$ cat config.mk
export PLATFORM = sky130hd
export DESIGN_NAME = abe_div
export DESIGN_NICKNAME = d
export VERILOG_FILES = /design/src/hdl/abe_pkg.sv /design/src/hdl/abe_div.sv
export SDC_FILE = /design/constraint.sdc
export NUM_CORES = 1
export LEC_CHECK = 0
export ABC_AREA = 1
export BUFFER_PORTS_ARGS = -buffer_cell sky130_fd_sc_hd__buf_2
export CAP_MARGIN = 20
export CORE_MARGIN = 2
export CORE_UTILIZATION = 33
export DETAILED_ROUTE_END_ITERATION = 8
export GPL_TIMING_DRIVEN = 0
export PLACE_DENSITY = 0.64
export SLEW_MARGIN = 20
export SYNTH_ARGS = -nofsm -noshare
export SYNTH_HDL_FRONTEND = slang
export SYNTH_SLANG_ARGS = --single-unit
$ cat constraint.sdc
create_clock -name clk -period 4.1 [get_ports clk]
set_input_delay 0.615 -clock clk [delete_from_list [all_inputs] [get_ports clk]]
set_output_delay 0.615 -clock clk [all_outputs]
set_load 0.02 [all_outputs]
$ cat src/hdl/abe_pkg.sv
// Package for the accumulator bytecode executor.
// Holds the store geometry, cell addresses, return kinds and the extended-code length table.
// No dependencies.
package abe_pkg;

    localparam int CELL_WORDS  = 512;
    localparam int XMEM_OFFSET = 256;
    localparam int ADDR_W      = $clog2(CELL_WORDS);

    localparam logic [ADDR_W-1:0] ACC_ADDR  = ADDR_W'(8'hE0);
    localparam logic [ADDR_W-1:0] BREG_ADDR = ADDR_W'(8'hF0);
    localparam logic [ADDR_W-1:0] VRB_ADDR  = ADDR_W'(8'h30);
    localparam logic [ADDR_W-1:0] XMEM_ADDR = ADDR_W'(XMEM_OFFSET);

    // return kinds
    localparam logic [2:0] KIND_RET     = 3'd0;
    localparam logic [2:0] KIND_EXT_RET = 3'd1;
    localparam logic [2:0] KIND_FLT_RET = 3'd2;
    localparam logic [2:0] KIND_UNKNOWN = 3'd3;
    localparam logic [2:0] KIND_END     = 3'd4;

    // main opcodes
    localparam logic [7:0] OP_MOVI = 8'h74;
    localparam logic [7:0] OP_MOVD = 8'hE5;
    localparam logic [7:0] OP_STD  = 8'hF5;
    localparam logic [7:0] OP_ADD  = 8'h25;
    localparam logic [7:0] OP_SUB  = 8'h95;
    localparam logic [7:0] OP_AND  = 8'h55;
    localparam logic [7:0] OP_OR   = 8'h45;
    localparam logic [7:0] OP_XOR  = 8'h65;
    localparam logic [7:0] OP_EXT  = 8'hFF;
    localparam logic [7:0] OP_CLRA = 8'hE4;
    localparam logic [7:0] OP_CLRC = 8'hC3;
    localparam logic [7:0] OP_CPL  = 8'hF4;
    localparam logic [7:0] OP_MUL  = 8'hA4;
    localparam logic [7:0] OP_DIV  = 8'h84;
    localparam logic [7:0] OP_RET  = 8'h22;

    // extended opcodes
    localparam logic [7:0] EX_MUL  = 8'h01;
    localparam logic [7:0] EX_DIV  = 8'h02;
    localparam logic [7:0] EX_MOD  = 8'h03;
    localparam logic [7:0] EX_SHL  = 8'h04;
    localparam logic [7:0] EX_SHR  = 8'h05;
    localparam logic [7:0] EX_NEG  = 8'h06;
    localparam logic [7:0] EX_CPL  = 8'h07;
    localparam logic [7:0] EX_SGT  = 8'h08;
    localparam logic [7:0] EX_SLT  = 8'h09;
    localparam logic [7:0] EX_SGE  = 8'h0A;
    localparam logic [7:0] EX_SLE  = 8'h0B;
    localparam logic [7:0] EX_EQ   = 8'h0C;
    localparam logic [7:0] EX_NE   = 8'h0D;
    localparam logic [7:0] EX_RET  = 8'h0E;
    localparam logic [7:0] EX_UGT  = 8'h0F;
    localparam logic [7:0] EX_ULT  = 8'h10;
    localparam logic [7:0] EX_UGE  = 8'h11;
    localparam logic [7:0] EX_ULE  = 8'h12;
    localparam logic [7:0] EX_FRET = 8'h21;
    localparam logic [7:0] EX_LDC  = 8'h22;
    localparam logic [7:0] EX_MEM  = 8'h23;

    localparam logic [7:0] MEMFN_LD = 8'd25;
    localparam logic [7:0] MEMFN_ST = 8'd26;

    function automatic logic ext_known(input logic [7:0] e);
        ext_known = (e >= EX_MUL && e <= EX_ULE) || e == EX_FRET || e == EX_LDC
                    || e == EX_MEM;
    endfunction

    // operand bytes that follow an extended code
    function automatic logic [2:0] ext_need(input logic [7:0] e);
        logic [2:0] n;
        n = 3'd2;
        if (e == EX_SHL || e == EX_SHR || e == EX_RET || e == EX_FRET)
            n = 3'd1;
        else if (e == EX_NEG || e == EX_CPL)
            n = 3'd0;
        else if (e == EX_LDC)
            n = 3'd5;
        else if (e == EX_MEM)
            n = 3'd3;
        ext_need = n;
    endfunction

endpackage

$ cat src/hdl/abe_div.sv
// Restoring 8-bit divider, one quotient bit per cycle.
// Used by the executor for DIV AB and the extended divide and modulo.
module abe_div (
    input  logic       clk,
    input  logic       rst_n,
    input  logic       start,
    input  logic [7:0] dividend,
    input  logic [7:0] divisor,
    output logic       done,
    output logic [7:0] quot,
    output logic [7:0] rem
);
    import abe_pkg::*;

    logic [7:0] quo_reg, rem_reg, dvs_reg;
    logic [3:0] cnt_reg;
    logic       busy_reg, done_reg;
    logic [8:0] shifted, diff;

    assign shifted = {rem_reg, quo_reg[7]};
    assign diff    = shifted - {1'b0, dvs_reg};

    always_ff @(posedge clk or negedge rst_n)
    begin
        if (!rst_n)
        begin
            busy_reg <= 1'b0;
            done_reg <= 1'b0;
            cnt_reg  <= '0;
        end
        else
        begin
            done_reg <= 1'b0;
            if (start)
            begin
                busy_reg <= 1'b1;
                cnt_reg  <= 4'd8;
            end
            else if (busy_reg)
            begin
                cnt_reg <= cnt_reg - 4'd1;
                if (cnt_reg == 4'd1)
                begin
                    busy_reg <= 1'b0;
                    done_reg <= 1'b1;
                end
            end
        end
    end

    always_ff @(posedge clk)
    begin
        if (start)
        begin
            quo_reg <= dividend;
            rem_reg <= '0;
            dvs_reg <= divisor;
        end
        else if (busy_reg)
        begin
            if (!diff[8])
            begin
                rem_reg <= diff[7:0];
                quo_reg <= {quo_reg[6:0], 1'b1};
            end
            else
            begin
                rem_reg <= shifted[7:0];
                quo_reg <= {quo_reg[6:0], 1'b0};
            end
        end
    end

    assign done = done_reg;
    assign quot = quo_reg;
    assign rem  = rem_reg;
endmodule

==> results.md <==
* Io pins at 36
* Min setup slack post-route at between 2000 and 2500 ps
* Final WL at ~3.4 mm
* Crit start category: register
* Vertical die dimension at 76.4 um
* Design internal power at approximately 800 uW
* Gate Count Post-Synth at 217
* Share of cells above drive strength 1 at 0.227
* # clock sinks at 30
* Transition time at the pin with the least slew margin at 487 ps
* Proportion of netlist area held by the largest area contributor at 0.277
* Die Outline Area at about 6000 um2
* Core utilization of the finished layout at 0.419
* Largest delay contributor family on the critical path: simple AND/OR/NAND/NOR gates
* Final worst path period share at 0.494
* TritonRoute pass-1 iters at 4
* Most common cell type on the critical path: nand2_4
* Slowest-stage cell, CP: fa_1
* Drt initial violations at 46
* Max-slew violation count at 0
* Via count at about 1400
* Max-Slew Margin vs Limit at 0.675
* Number of max-cap violations at 0
* Final estimated routing congestion in global placement at 0.790
* Placement Setup Slack at 2060 ps
* Synth Cell Area at 1730 um2
* List of cells traversed by the critical path: inv_1 > ha_1 > fa_1 > inv_1 > nand3_1 > nand2_4 > nand2_4 > nand2_4 > nand2_2 > nand2_2 > nand2_1 > nand3_1 > nand2_1
* Most numerous cell types in the synthesized netlist: nand2_1, inv_1, edfxtp_1
* Worst-path fanout max at 7
* Worst hold margin at 140 ps
* Register share of total power at 0.325
* Required time of the critical path at 4280 ps
* Largest stage delay, worst path at 410 ps
* Placeable core area at 5070 um2
* Post-synth cell types at 28
* GRT Resource Usage Total at 0.128
* Fillers at 523
* Unrepaired setup endpoints after global routing: no
* Depth of the CTS H-tree at 2
* Final total negative setup slack at 0 ps
* Yosys warning count at 0
* Post-synth EDFFs at 16
* Mapped Nets at ~250
* Final HPWL DP at 2.58 mm
* Area growth from synthesis to layout at 22.8%
* Number of DRC violations after detailed routing at 0
* Antenna violations before repair at 0
* Type of the most critical hold path: primary input to async pin
* Total Nets Final at 289
* Total buffers and inverters traversed by the critical path at 2
* P_leak at 1.15 nW
* Wire length of the first global-routing pass at between 5 and 6 mm
* Element type at the critical path end: register
* Largest clock skew in the final design at 5.68 ps
* Final-report hold violation count at 0
* Mean number of vias per cell at 4.35
* Count of hold-fix buffers inserted at cts at 0
* Per-instance average area after synthesis at 7.98 um2
* Run status: completed
* Via count of the first global-routing pass at 1359
* Sequential area share after synthesis at 0.457
* Critical path class: register to register
* CTS root buffer: clkbuf_8
* Main area contributors after synthesis: edfxtp_1, nand2_1, dfxtp_1
* Top FF cell, synth: edfxtp_1
* CTS tree: built
* Worst VDD drop at 0.000343 V
* Number of buffers created by CTS at 5
* Wire length per cell at 10.2 um
* Number of buffers on the longest clock path at 2
* Comb power frac at 0.401
* Input/output buffers at 35
* Clock period minus worst slack at around 2000 ps
* Clock latency at the later pin of the worst-skew pair at roughly 280 ps
* Leftover overflow at the end of global routing at 0
* Data arrival at the endpoint of the critical path at 2200 ps
* Clock-pin transition on the worst setup and hold timing paths at 70 ps
* Number of register bits inferred by synthesis at 30
* Max Clk Rate at 494 MHz
* Areal power density over the cells at 613 nW/um2
* Pin count of the biggest net entering global routing at 13
* Width of the chip at 76.4 um
* Starting Density at 0.341
* Net switching power of the design at 489 uW
* Antenna cell count at 0
* Most area-hungry cell type in the Yosys netlist: edfxtp_1
* Number of setup buffers added after CTS at 0
* Async S/R FF share, synth at 0.200
* Portion of total power attributed to the clock network at 0.274
* Switching power as a share of total power at 0.375
* Count of cells resized by post-cts repair at 0
* Detail Route Antenna Nets at 0
* Setup Viol. Count Final at 0
* Most frequent cell after synthesis: nand2_1
* Site row count at 26
-- cell families after synthesis --
logic type               count (synthesis)  share of synthesized area
AND/OR/NAND/NOR                        121                      0.315
buffers and inverters                   41                     0.0889
flip-flops                              30                      0.457
AO/OA/AOI/OAI                           11                     0.0405
adder cells (fa/ha/maj)                 11                     0.0838
XOR/XNOR                                 3                     0.0152
-- power groups by stage --
stage	Clock, mW	Combinational [mW]	Sequential [mW]
5_1_grt	0.376	0.598	0.436
6_report	0.357	0.523	0.424
2_1_floorplan	0	0.354	0.475
4_1_cts	0.364	0.530	0.426
3_3_place_gp	0	0.520	0.432
3_5_place_dp	0	0.529	0.431
-- through the flow --
step                      cells  instance area [um2]  total power [mW]
after floorplan             217                 1730             0.830
after global placement      322                 1990             0.951
after detailed placement    322                 1990             0.959
after CTS                   330                 2130              1.32
after global routing        330                 2130              1.41
final                       330                 2130              1.30
-- cell usage in the layout, fill, tap and decap left out, types with 4 or more instances in the layout --
| cell type | instances |
|---|---|
| dfxtp_1 | 8 |
| nand3_1 | 14 |
| nand2_2 | 4 |
| dfrtp_1 | 6 |
| nor2_1 | 5 |
| ha_1 | 10 |
| edfxtp_1 | 16 |
| nand2_1 | 84 |
| inv_1 | 37 |
| buf_2 | 35 |
| nand2_4 | 4 |
| clkbuf_8 | 5 |
-- cell type report --
| type | count | area (um2) | area share |
|---|---|---|---|
| Buffer | 1 | 3.75 | 0.00176 |
| Tap cell | 70 | 87.6 | 0.0412 |
| Multi-Input combinational cell | 146 | 787 | 0.370 |
| Inverter | 40 | 150 | 0.0706 |
| Clock buffer | 5 | 68.8 | 0.0324 |
| Timing Repair Buffer | 35 | 175 | 0.0824 |
| Sequential cell | 30 | 791 | 0.372 |
| Clock inverter | 3 | 63.8 | 0.0300 |
-- routing by layer --
layer | GRT usage | vias up | share of wire
li1 | - | 754 | -
met1 | 0.156 | 639 | 0.45
met2 | 0.210 | 34 | 0.47
met3 | 0.0367 | 8 | 0.056
met4 | 0.0600 | 0 | 0.023
met5 | 0 | - | 0
-- path summary, 6_finish.rpt --
kind	startpoint	slack, ps	endpoint	cells after the start
min in group clk	rem[6]	490	rem[6]	2
worst min register to register	rem[6]	490	rem[6]	2
worst max register to register	quot[7]	2080	rem[2]	13
max in group asynchronous	rst_n	3820	cnt_reg[0]	1
worst max-delay path	quot[7]	2080	rem[2]	13
worst min-delay path	rst_n	140	busy_reg	1
-- worst register-to-register path: stages, from the launching register on --
cell and delay (ps):
edfxtp_1 360, inv_1 60, ha_1 220, fa_1 410, inv_1 90, nand3_1 110, nand2_4 120, nand2_4 70
nand2_4 70, nand2_2 60, nand2_2 150, nand2_1 70, nand3_1 90, nand2_1 50
Power figures use the tool's default switching activity.
